**src/sv/piecewise_linear_ramp_lookup_macros.svh**
```systemverilog
// Assertion macros for the piecewise linear ramp lookup.
// Included by the top level; no other dependencies.
`ifndef PIECEWISE_LINEAR_RAMP_LOOKUP_MACROS_SVH
`define PIECEWISE_LINEAR_RAMP_LOOKUP_MACROS_SVH
`ifndef SYNTHESIS
// Same-cycle implication, disabled while reset is asserted.
`define PLR_ASSERT_IMPLY(label, clk, rst_n, ante, cons, msg) \
	label: assert property (@(posedge clk) disable iff (!rst_n) (ante) |-> (cons)) \
		else $error(msg);
// Next-cycle implication, disabled while reset is asserted.
`define PLR_ASSERT_NEXT(label, clk, rst_n, ante, cons, msg) \
	label: assert property (@(posedge clk) disable iff (!rst_n) (ante) |=> (cons)) \
		else $error(msg);
`else
`define PLR_ASSERT_IMPLY(label, clk, rst_n, ante, cons, msg)
`define PLR_ASSERT_NEXT(label, clk, rst_n, ante, cons, msg)
`endif
`endif

```
**src/sv/plr_pkg.sv**
```systemverilog
// Shared types and constants for the piecewise linear ramp lookup.
// No dependencies.
`default_nettype none
package plr_pkg;

	localparam int TIME_W  = 32;
	localparam int LEVEL_W = 20;
	localparam int IDX_W   = 5;
	localparam int QUOT_W  = 20;
	localparam int DCNT_W  = 5;
	localparam int PROD_W  = QUOT_W + TIME_W;

	localparam int Q_DEPTH = 4;
	localparam int Q_PTR_W = 2;
	localparam int Q_CNT_W = 3;

	localparam logic signed [LEVEL_W-1:0] FULL_LEVEL = 20'sd65536;
	localparam logic signed [LEVEL_W-1:0] LEVEL_MAX  = 20'sd262143 + 20'sd262144;
	localparam logic signed [LEVEL_W-1:0] LEVEL_MIN  = -20'sd262144 - 20'sd262144;

	localparam logic ACT_WRITE = 1'b0;
	localparam logic ACT_QUERY = 1'b1;

	typedef struct packed {
		logic                      action;
		logic [IDX_W-1:0]          entry_index;
		logic [TIME_W-1:0]         entry_time;
		logic signed [LEVEL_W-1:0] entry_level;
		logic [TIME_W-1:0]         query_time;
	} in_item_t;

	typedef struct packed {
		logic signed [LEVEL_W-1:0] level;
		logic                      in_ramp;
	} out_item_t;

	typedef enum logic [1:0] {
		CMD_WRITE,
		CMD_QUERY,
		CMD_DEFAULT
	} cmd_t;

	// One classified operation between front and back
	typedef struct packed {
		cmd_t                      cmd;
		logic [IDX_W-1:0]          idx;
		logic [TIME_W-1:0]         tm;
		logic signed [LEVEL_W-1:0] lvl;
	} op_t;

	typedef enum logic [2:0] {
		BK_IDLE,
		BK_SCAN,
		BK_MUL,
		BK_DIV,
		BK_FIN,
		BK_EMIT
	} back_state_t;

endpackage
`default_nettype wire

```
**src/sv/plr_front.sv**
```systemverilog
// Front end: accepts input items, classifies them and registers them for the queue.
// Depends on plr_pkg.
`default_nettype none
module plr_front import plr_pkg::*; #(
	parameter int RAMP_POINTS = 32
) (
	input  wire logic              clk,
	input  wire logic              arst_n,
	input  wire logic              item_valid,
	output logic                   item_stall,
	input  wire in_item_t          item,
	input  wire logic [TIME_W-1:0] start_time,
	input  wire logic              q_full,
	output logic                   q_push,
	output op_t                    q_op
);

	logic valid_s1;
	op_t  op_s1;
	logic keep;
	op_t  op_nxt;

	// Classify: drop writes beyond the table, mark queries before start
	always_comb begin
		op_nxt     = '0;
		op_nxt.idx = item.entry_index;
		op_nxt.lvl = item.entry_level;
		keep       = 1'b1;
		if (item.action == ACT_WRITE) begin
			op_nxt.cmd = CMD_WRITE;
			op_nxt.tm  = item.entry_time;
			keep       = {27'd0, item.entry_index} < 32'(RAMP_POINTS);
		end else if (item.query_time < start_time) begin
			op_nxt.cmd = CMD_DEFAULT;
			op_nxt.tm  = item.query_time;
		end else begin
			op_nxt.cmd = CMD_QUERY;
			op_nxt.tm  = item.query_time - start_time;
		end
	end

	assign item_stall = valid_s1 & q_full;
	assign q_push     = valid_s1 & ~q_full;
	assign q_op       = op_s1;

	always_ff @(posedge clk or negedge arst_n) begin
		if (!arst_n) begin
			valid_s1 <= 1'b0;
		end else if (!item_stall) begin
			valid_s1 <= item_valid & keep;
		end
	end

	always_ff @(posedge clk) begin
		if (item_valid && !item_stall) begin
			op_s1 <= op_nxt;
		end
	end

endmodule
`default_nettype wire

```
**src/sv/plr_queue.sv**
```systemverilog
// Short FIFO of classified operations between front and back.
// Depends on plr_pkg.
`default_nettype none
module plr_queue import plr_pkg::*; (
	input  wire logic clk,
	input  wire logic arst_n,
	input  wire logic push,
	input  wire op_t  push_op,
	output logic      full,
	output logic      head_valid,
	output op_t       head,
	input  wire logic pop
);

	op_t                ent_q [Q_DEPTH];
	logic [Q_PTR_W-1:0] wr_ptr_q;
	logic [Q_PTR_W-1:0] rd_ptr_q;
	logic [Q_CNT_W-1:0] cnt_q;

	assign full       = cnt_q == Q_CNT_W'(Q_DEPTH);
	assign head_valid = cnt_q != '0;
	assign head       = ent_q[rd_ptr_q];

	always_ff @(posedge clk or negedge arst_n) begin
		if (!arst_n) begin
			wr_ptr_q <= '0;
			rd_ptr_q <= '0;
			cnt_q    <= '0;
		end else begin
			if (push) begin
				wr_ptr_q <= wr_ptr_q + Q_PTR_W'(1);
			end
			if (pop) begin
				rd_ptr_q <= rd_ptr_q + Q_PTR_W'(1);
			end
			if (push && !pop) begin
				cnt_q <= cnt_q + Q_CNT_W'(1);
			end else if (pop && !push) begin
				cnt_q <= cnt_q - Q_CNT_W'(1);
			end
		end
	end

	always_ff @(posedge clk) begin
		if (push) begin
			ent_q[wr_ptr_q] <= push_op;
		end
	end

endmodule
`default_nettype wire

```
**src/sv/plr_back.sv**
```systemverilog
// Back end: breakpoint table, sequential search, interpolation and result register.
// Depends on plr_pkg.
`default_nettype none
module plr_back import plr_pkg::*; #(
	parameter int RAMP_POINTS = 32
) (
	input  wire logic clk,
	input  wire logic arst_n,
	input  wire logic head_valid,
	input  wire op_t  head,
	output logic      pop,
	output logic      result_valid,
	input  wire logic result_stall,
	output out_item_t result
);

	localparam int AW = $clog2(RAMP_POINTS);

	// Table memory
	logic [TIME_W-1:0]         tmem [RAMP_POINTS];
	logic signed [LEVEL_W-1:0] lmem [RAMP_POINTS];
	logic [TIME_W-1:0]         rd_t_q;
	logic signed [LEVEL_W-1:0] rd_l_q;
	logic                      wr_en;
	logic [AW-1:0]             rd_addr;

	back_state_t state_q, state_nxt;

	logic [TIME_W-1:0]         elapsed_q;
	logic [AW-1:0]             cnt_q;
	logic [TIME_W-1:0]         prev_t_q;
	logic signed [LEVEL_W-1:0] prev_l_q;
	logic                      neg_q;
	logic [QUOT_W-1:0]         mag_q;
	logic [TIME_W-1:0]         de_q;
	logic [TIME_W-1:0]         dt_q;
	logic [TIME_W-1:0]         rem_q;
	logic [QUOT_W-1:0]         nq_q;
	logic [DCNT_W-1:0]         div_cnt_q;
	out_item_t                 res_q;
	logic                      out_valid_q;
	out_item_t                 out_q;

	logic                      hit, first, last, out_free, out_load;
	logic signed [LEVEL_W:0]   dp;
	logic [LEVEL_W:0]          dp_abs;
	logic [PROD_W-1:0]         prod;
	logic [TIME_W+1:0]         trial;
	logic                      ge;
	logic signed [LEVEL_W+1:0] sq, sum;
	logic signed [LEVEL_W-1:0] sat;

	assign hit      = elapsed_q < rd_t_q;
	assign first    = cnt_q == '0;
	assign last     = cnt_q == AW'(RAMP_POINTS - 1);
	assign out_free = ~out_valid_q | ~result_stall;

	assign dp     = {rd_l_q[LEVEL_W-1], rd_l_q} - {prev_l_q[LEVEL_W-1], prev_l_q};
	assign dp_abs = dp[LEVEL_W] ? (LEVEL_W+1)'(1) + ~dp : dp;
	assign prod   = {{TIME_W{1'b0}}, mag_q} * {{QUOT_W{1'b0}}, de_q};

	// Restoring divide step: shift in the next numerator bit, try the subtract
	assign trial = {1'b0, rem_q, nq_q[QUOT_W-1]} - {2'b00, dt_q};
	assign ge    = ~trial[TIME_W+1];

	assign sq  = neg_q ? -$signed({2'b00, nq_q}) : $signed({2'b00, nq_q});
	assign sum = {{2{prev_l_q[LEVEL_W-1]}}, prev_l_q} + sq;
	always_comb begin
		if (sum > (LEVEL_W+2)'(LEVEL_MAX)) begin
			sat = LEVEL_MAX;
		end else if (sum < (LEVEL_W+2)'(LEVEL_MIN)) begin
			sat = LEVEL_MIN;
		end else begin
			sat = sum[LEVEL_W-1:0];
		end
	end

	always_ff @(posedge clk or negedge arst_n) begin
		if (!arst_n) begin
			state_q <= BK_IDLE;
		end else begin
			state_q <= state_nxt;
		end
	end

	always_comb begin
		state_nxt = state_q;
		pop       = 1'b0;
		wr_en     = 1'b0;
		out_load  = 1'b0;
		rd_addr   = cnt_q + AW'(1);
		case (state_q)
			BK_IDLE: begin
				rd_addr = '0;
				if (head_valid) begin
					pop = 1'b1;
					case (head.cmd)
						CMD_WRITE:   wr_en = 1'b1;
						CMD_QUERY:   state_nxt = BK_SCAN;
						CMD_DEFAULT: state_nxt = BK_EMIT;
						default:     state_nxt = BK_IDLE;
					endcase
				end
			end
			BK_SCAN: begin
				if (hit) begin
					state_nxt = first ? BK_EMIT : BK_MUL;
				end else if (last) begin
					state_nxt = BK_EMIT;
				end
			end
			BK_MUL: state_nxt = BK_DIV;
			BK_DIV: begin
				if (div_cnt_q == DCNT_W'(QUOT_W - 1)) begin
					state_nxt = BK_FIN;
				end
			end
			BK_FIN: state_nxt = BK_EMIT;
			BK_EMIT: begin
				if (out_free) begin
					out_load  = 1'b1;
					state_nxt = BK_IDLE;
				end
			end
			default: state_nxt = BK_IDLE;
		endcase
	end

	always_ff @(posedge clk) begin
		if (wr_en) begin
			tmem[AW'(head.idx)] <= head.tm;
			lmem[AW'(head.idx)] <= head.lvl;
		end
		rd_t_q <= tmem[rd_addr];
		rd_l_q <= lmem[rd_addr];
	end

	// Datapath registers
	always_ff @(posedge clk) begin
		case (state_q)
			BK_IDLE: begin
				elapsed_q <= head.tm;
				cnt_q     <= '0;
				res_q     <= '{level: FULL_LEVEL, in_ramp: 1'b0};
			end
			BK_SCAN: begin
				cnt_q    <= cnt_q + AW'(1);
				// Keep the breakpoint before the hit for the interpolation base
				if (!hit) begin
					prev_t_q <= rd_t_q;
					prev_l_q <= rd_l_q;
				end
				neg_q    <= dp[LEVEL_W];
				mag_q    <= dp_abs[QUOT_W-1:0];
				de_q     <= elapsed_q - prev_t_q;
				dt_q     <= rd_t_q - prev_t_q;
				if (hit && first) begin
					res_q <= '{level: rd_l_q, in_ramp: 1'b1};
				end
			end
			BK_MUL: begin
				// Quotient fits QUOT_W bits, so the upper product bits start below dt
				rem_q     <= prod[PROD_W-1:QUOT_W];
				nq_q      <= prod[QUOT_W-1:0];
				div_cnt_q <= '0;
			end
			BK_DIV: begin
				rem_q     <= ge ? trial[TIME_W-1:0] : {rem_q[TIME_W-2:0], nq_q[QUOT_W-1]};
				nq_q      <= {nq_q[QUOT_W-2:0], ge};
				div_cnt_q <= div_cnt_q + DCNT_W'(1);
			end
			BK_FIN: begin
				res_q <= '{level: sat, in_ramp: 1'b1};
			end
			default: begin
			end
		endcase
		if (out_load) begin
			out_q <= res_q;
		end
	end

	always_ff @(posedge clk or negedge arst_n) begin
		if (!arst_n) begin
			out_valid_q <= 1'b0;
		end else if (out_load) begin
			out_valid_q <= 1'b1;
		end else if (!result_stall) begin
			out_valid_q <= 1'b0;
		end
	end

	assign result_valid = out_valid_q;
	assign result       = out_q;

endmodule
`default_nettype wire

```
**src/sv/piecewise_linear_ramp_lookup.sv**
```systemverilog
// Piecewise linear ramp lookup: top level joining front end, queue and back end.
// Depends on plr_pkg, plr_front, plr_queue, plr_back and the assertion macro header.
//
// Use: the item channel (item_valid / item_stall / item) carries writes and queries.
// A write (action 0) loads one breakpoint, time and level, into slot entry_index and
// gives no result; a slot at or beyond RAMP_POINTS is dropped. A query (action 1)
// gives one transfer on the result channel (result_valid / result_stall / result): full
// level 1.0 with in_ramp low before start_time or past the last breakpoint, slot 0's
// level before slot 0, else the level interpolated between the neighbouring breakpoints.
// start_time is written over the cfg channel (cfg_valid / cfg_ready / cfg_data),
// always ready; write it only while no query is in flight.
// From the item transfer to the output register load, an item passes the front stage
// register and the queue and is popped; a query then searches the table one entry a
// cycle until a hit, multiplies, divides one quotient bit a cycle, adds the base
// level, saturates and loads the output register. A hit at slot 0, a query before
// start and one past the last breakpoint go straight to the output register. Writes
// retire one a cycle while the back end is idle. The back end handles one query at a
// time; the 4-deep queue lets the front keep accepting meanwhile. Reset clears control
// state and start_time; the table is undefined until written. When the receiver
// stalls, the result holds, the back end waits, the queue fills and item_stall rises.
`default_nettype none
`include "piecewise_linear_ramp_lookup_macros.svh"
module piecewise_linear_ramp_lookup import plr_pkg::*; #(
	parameter int RAMP_POINTS = 32
) (
	input  wire logic              clk,
	input  wire logic              arst_n,
	input  wire logic              item_valid,
	output logic                   item_stall,
	input  wire in_item_t          item,
	output logic                   result_valid,
	input  wire logic              result_stall,
	output out_item_t              result,
	input  wire logic              cfg_valid,
	output logic                   cfg_ready,
	input  wire logic [TIME_W-1:0] cfg_data
);

	logic [TIME_W-1:0] start_time_q;
	logic              q_push, q_full, q_valid, q_pop;
	op_t               q_in, q_head;

	// Config register: the ramp start, taken on every cfg transfer
	assign cfg_ready = 1'b1;

	always_ff @(posedge clk or negedge arst_n) begin
		if (!arst_n) begin
			start_time_q <= '0;
		end else if (cfg_valid && cfg_ready) begin
			start_time_q <= cfg_data;
		end
	end

	// Front end: classify and hold one item for the queue
	plr_front #(
		.RAMP_POINTS(RAMP_POINTS)
	) u_front (
		.clk       (clk),
		.arst_n    (arst_n),
		.item_valid(item_valid),
		.item_stall(item_stall),
		.item      (item),
		.start_time(start_time_q),
		.q_full    (q_full),
		.q_push    (q_push),
		.q_op      (q_in)
	);

	// Decouple front from back so each can stall on its own
	plr_queue u_queue (
		.clk       (clk),
		.arst_n    (arst_n),
		.push      (q_push),
		.push_op   (q_in),
		.full      (q_full),
		.head_valid(q_valid),
		.head      (q_head),
		.pop       (q_pop)
	);

	// Back end: table, search, interpolation and output register
	plr_back #(
		.RAMP_POINTS(RAMP_POINTS)
	) u_back (
		.clk         (clk),
		.arst_n      (arst_n),
		.head_valid  (q_valid),
		.head        (q_head),
		.pop         (q_pop),
		.result_valid(result_valid),
		.result_stall(result_stall),
		.result      (result)
	);

	// A default answer always carries the full level
	`PLR_ASSERT_IMPLY(a_default_full, clk, arst_n, result_valid && !result.in_ramp, result.level == FULL_LEVEL, "default result not at full level")
	// Never push into a full queue
	`PLR_ASSERT_IMPLY(a_no_overflow, clk, arst_n, q_push, !q_full, "queue overflow")
	// Never pop an empty queue
	`PLR_ASSERT_IMPLY(a_no_underflow, clk, arst_n, q_pop, q_valid, "queue underflow")
	// A push without a pop into a non-empty queue leaves it holding entries
	`PLR_ASSERT_NEXT(a_push_leaves_room, clk, arst_n, q_push && !q_pop && q_valid, q_valid, "queue lost entries")

endmodule
`default_nettype wire
```
**config.mk**
```make
export PLATFORM = sky130hd
export DESIGN_NAME = piecewise_linear_ramp_lookup
export DESIGN_NICKNAME = d
export VERILOG_FILES = /design/src/sv/plr_pkg.sv /design/src/sv/plr_front.sv /design/src/sv/plr_queue.sv /design/src/sv/plr_back.sv /design/src/sv/piecewise_linear_ramp_lookup.sv
export VERILOG_INCLUDE_DIRS = /design/src /design/src/sv
export SDC_FILE = /design/constraint.sdc
export NUM_CORES = 2
export LEC_CHECK = 0
export BUFFER_PORTS_ARGS = -buffer_cell sky130_fd_sc_hd__buf_2
export CAP_MARGIN = 20
export CORE_AREA = 10 10 500 502
export CTS_BUF_LIST = sky130_fd_sc_hd__clkbuf_16
export DETAILED_ROUTE_END_ITERATION = 8
export DIE_AREA = 0 0 510 512
export GPL_TIMING_DRIVEN = 1
export MAX_ROUTING_LAYER = met4
export PLACE_DENSITY_LB_ADDON = 0.15
export SYNTH_ARGS = -nofsm -noshare
export SYNTH_HDL_FRONTEND = slang
export SYNTH_SLANG_ARGS = --single-unit
```
**constraint.sdc**
```tcl
create_clock -name clk -period 11.9 [get_ports clk]
set_clock_uncertainty 0.2 [all_clocks]
set_input_delay 0.595 -clock clk [delete_from_list [all_inputs] [get_ports clk]]
set_output_delay 0.595 -clock clk [all_outputs]
set_load 0.01 [all_outputs]
```
==> impl_metrics.yaml <==
timing:
  max_slew_margin_pct: 11.3
  worst_pin_slew_ns: 1.32
  layout_min_cycle_time_ns: 8.62
  slew_violations: 0
  holdWs_ns: 0.0417
  setup_viol: 0
  fmax_mhz: 116
  finalHoldViolCount: 0
  timing.final.crit_share_pct: 72.5
  tns_ns: 0
  rsz0062_at_grt: "false"
synth:
  netlist_area_um2: 119000
  ys_async_sr_fraction_pct: 1.89
  synthesis.nets: 10784
  synthFlopType: "edfxtp_1"
  synth_top_area_share_pct: 56.2
  syn_avg_cell_area_um2: 12.3
  synth-edff-count: 2232
  ys_seq_area_share_pct: 58.0
  synth.area.top_cells: "edfxtp_1 56%, fa_1 9.1%, nand2_1 4.7%"
  synth_cells: 9741
  yosys_register_bits: 2328
  yosysWarnings: 0
  synth_top_area_cell: "edfxtp_1"
  synth_cell_types: 89
detailed_routing:
  avgRoutedWirePerCell_um: 25.2
  drt_pass1_iterations: 6
  vias_per_cell: 5.98
  wl_um: 332000
  ant_nets: 0
  via_count: 78893
  drt_iter0_drc: 8389
  drc: 0
global_route:
  grt_pass1_wl_um: 503000
  antenna_found_initial: 8
  grt_max_degree: 147
  grt_pass1_vias: 79486
  grt-ovfl-total: 0
  grt.total_usage_pct: 25.9
clocking:
  cts.sinks: 2328
  clk_pin_slew_worst_paths_ns: 0.06
  cts.path.max_buffers: 3
  cts_root_buffer: "clkbuf_16"
  cts.htree.levels: 4
  cts_made_buffers: 234
  ctsResizeCount: 0
  cts_tree: "done"
  clk_latency_ns: 0.93
worst_setup_path:
  critPathCaptureType: "flip-flop"
  required_ns: 12.28
  worst_ep_arrival_time_ns: 9.01
  path_class: "flip-flop to flip-flop"
  path_max_fanout: 32
  cp-start-kind: "flip-flop"
cells_and_area:
  final_common_cell: "edfxtp_1"
  drive_above_1_share_pct: 7.84
  utilization_pct: 55.2
  fin_nets: 10850
  final_cell_mix: "2232 x edfxtp_1, 1485 x nand2_1, 838 x inv_1"
  syn_to_final_growth_pct: 10.8
run:
  max-cap-violations: 0
floorplanning:
  coreArea_um2: 240000
  die-area_um2: 261000
  fp.dieH_um: 512
  rows: 180
  initial_core_util_pct: 49.8
  io-pin-count: 151
  dieWidth_um: 510
outcome:
  status: "complete, no violations"
placed_design:
  port_buffers: 149
  routabilityCongestion: 0.904
  hpwl_um: 199000
worst_hold_path:
  worstHoldPathType: "primary input to flip-flop"
## registers in the layout, summed over array words and instances, names as in the netlist, 21 cells and up
signal / flops
u_back.lmem: 640
u_back.result: 21
u_back.dt_q: 32
u_back.rd_t_q: 32
u_back.de_q: 32
u_back.prev_t_q: 32
u_back.rem_q: 32
u_back.elapsed_q: 32
start_time_q: 32
u_back.tmem: 1024
u_queue.ent_q: 236
u_back.res_q: 21
u_front.q_op: 59
## critical path, stage by stage (launching register included)
cell and delay [ns]:
edfxtp_1 1.01, nand2_1 0.20, fa_1 0.57, inv_1 0.05, fa_1 0.50, inv_1 0.05
fa_1 0.47, inv_1 0.06, fa_1 0.48, fa_1 0.51, fa_1 0.49, inv_1 0.05
fa_1 0.47, inv_1 0.04, ha_1 0.34, and4_1 0.25, and3_1 0.21, a221oi_1 0.48
a31oi_1 0.42, a221oi_2 0.62, o31ai_1 0.20, a21oi_1 0.28, o21ai_0 0.16, xnor2_1 0.17
mux2i_1 0.09
## synth_stat cells, drive strengths merged (7+ instances only)
| cell type | instances |
|---|---|
| o311ai | 7 |
| edfxtp | 2232 |
| dfrtp | 44 |
| o221ai | 209 |
| nor4 | 11 |
| a211oi | 42 |
| nand4 | 23 |
| or2 | 16 |
| a21boi | 12 |
| o21a | 44 |
| xor2 | 68 |
| o31a | 8 |
| nor2b | 41 |
| nand2 | 1489 |
| a31oi | 236 |
| a21o | 85 |
| clkbuf | 524 |
| and2 | 304 |
| ha | 373 |
| nor3 | 48 |
| o21ai | 512 |
| nand2b | 43 |
| and3 | 130 |
| o41ai | 7 |
| o31ai | 23 |
| buf | 62 |
| dfxtp | 52 |
| a311oi | 109 |
| mux2i | 33 |
| inv | 784 |
| fa | 543 |
| xnor2 | 152 |
| o21bai | 24 |
| nor2 | 362 |
| a2111oi | 9 |
| or4 | 7 |
| o211ai | 173 |
| or3 | 225 |
| and4 | 9 |
| nand3 | 266 |
| a31o | 8 |
| mux4 | 59 |
| a21oi | 256 |
## metrics by stage
step	std cells	instance area (µm²)	setup slack, ns
global route	13199	132000	2.86
finish	13200	132000	3.28
detailed placement	12640	124000	3.28
CTS	13196	132000	3.27
floorplan	9741	119000	4.80
global placement	12635	123000	3.21
## layout make-up
cell class | count | area, µm²
Antenna cell | 3 | 7.51
Clock buffer | 234 | 5860
Clock inverter | 207 | 1690
Fill cell | 19936 | 107000
Inverter | 785 | 2960
Multi-Input combinational cell | 6042 | 45300
Sequential cell | 2328 | 69200
Tap cell | 3185 | 3990
Timing Repair Buffer | 416 | 3260
## per-layer routing
layer | share of wire (%) | GRT usage (%) | vias to the layer above
met4 | 2.4 | 6.38 | 0
met5 | 0 | - | -
li1 | - | - | 35096
met1 | 43 | 35.7 | 40174
met2 | 48 | 40.9 | 3120
met3 | 7.3 | 3.51 | 503
## what timing repair did
item                      in CTS  in global routing
buffers inserted               0                  0
hold endpoints to repair     136                  0
hold buffers                 115                  0
## cells by family (layout without fill, tap and decap cells)
| group | after synthesis | in the layout | share of synthesized area (%) |
|---|---|---|---|
| AO/OA/AOI/OAI | 1816 | 1816 | 10.1 |
| adder cells (fa/ha/maj) | 916 | 916 | 13.0 |
| XOR/XNOR | 220 | 220 | 1.61 |
| AND/OR/NAND/NOR | 2991 | 2991 | 11.5 |
| flip-flops | 2328 | 2328 | 58.0 |
| multiplexers | 98 | 98 | 1.45 |
| other | 1 | 4 | 0.00314 |
| buffers and inverters | 1371 | 1642 | 4.36 |
## worst paths after layout
check                                           end  cells past startpoint  slack (ns)       startpoint
worst min-delay path               u_front.q_op[40]                      3        0.04         item[20]
worst min register to register     u_back.result[7]                      0        0.22  u_back.res_q[7]
min in group asynchronous       u_queue.wr_ptr_q[1]                      3        0.18           arst_n
worst max-delay path               u_back.rem_q[25]                     24        3.28  u_back.mag_q[2]
max in group asynchronous       u_queue.rd_ptr_q[1]                      3       10.75           arst_n
worst max register to register     u_back.rem_q[25]                     24        3.28  u_back.mag_q[2]
Power is not shown: default switching activity piles up to over one toggle a cycle in this logic, so the estimate is an artifact.
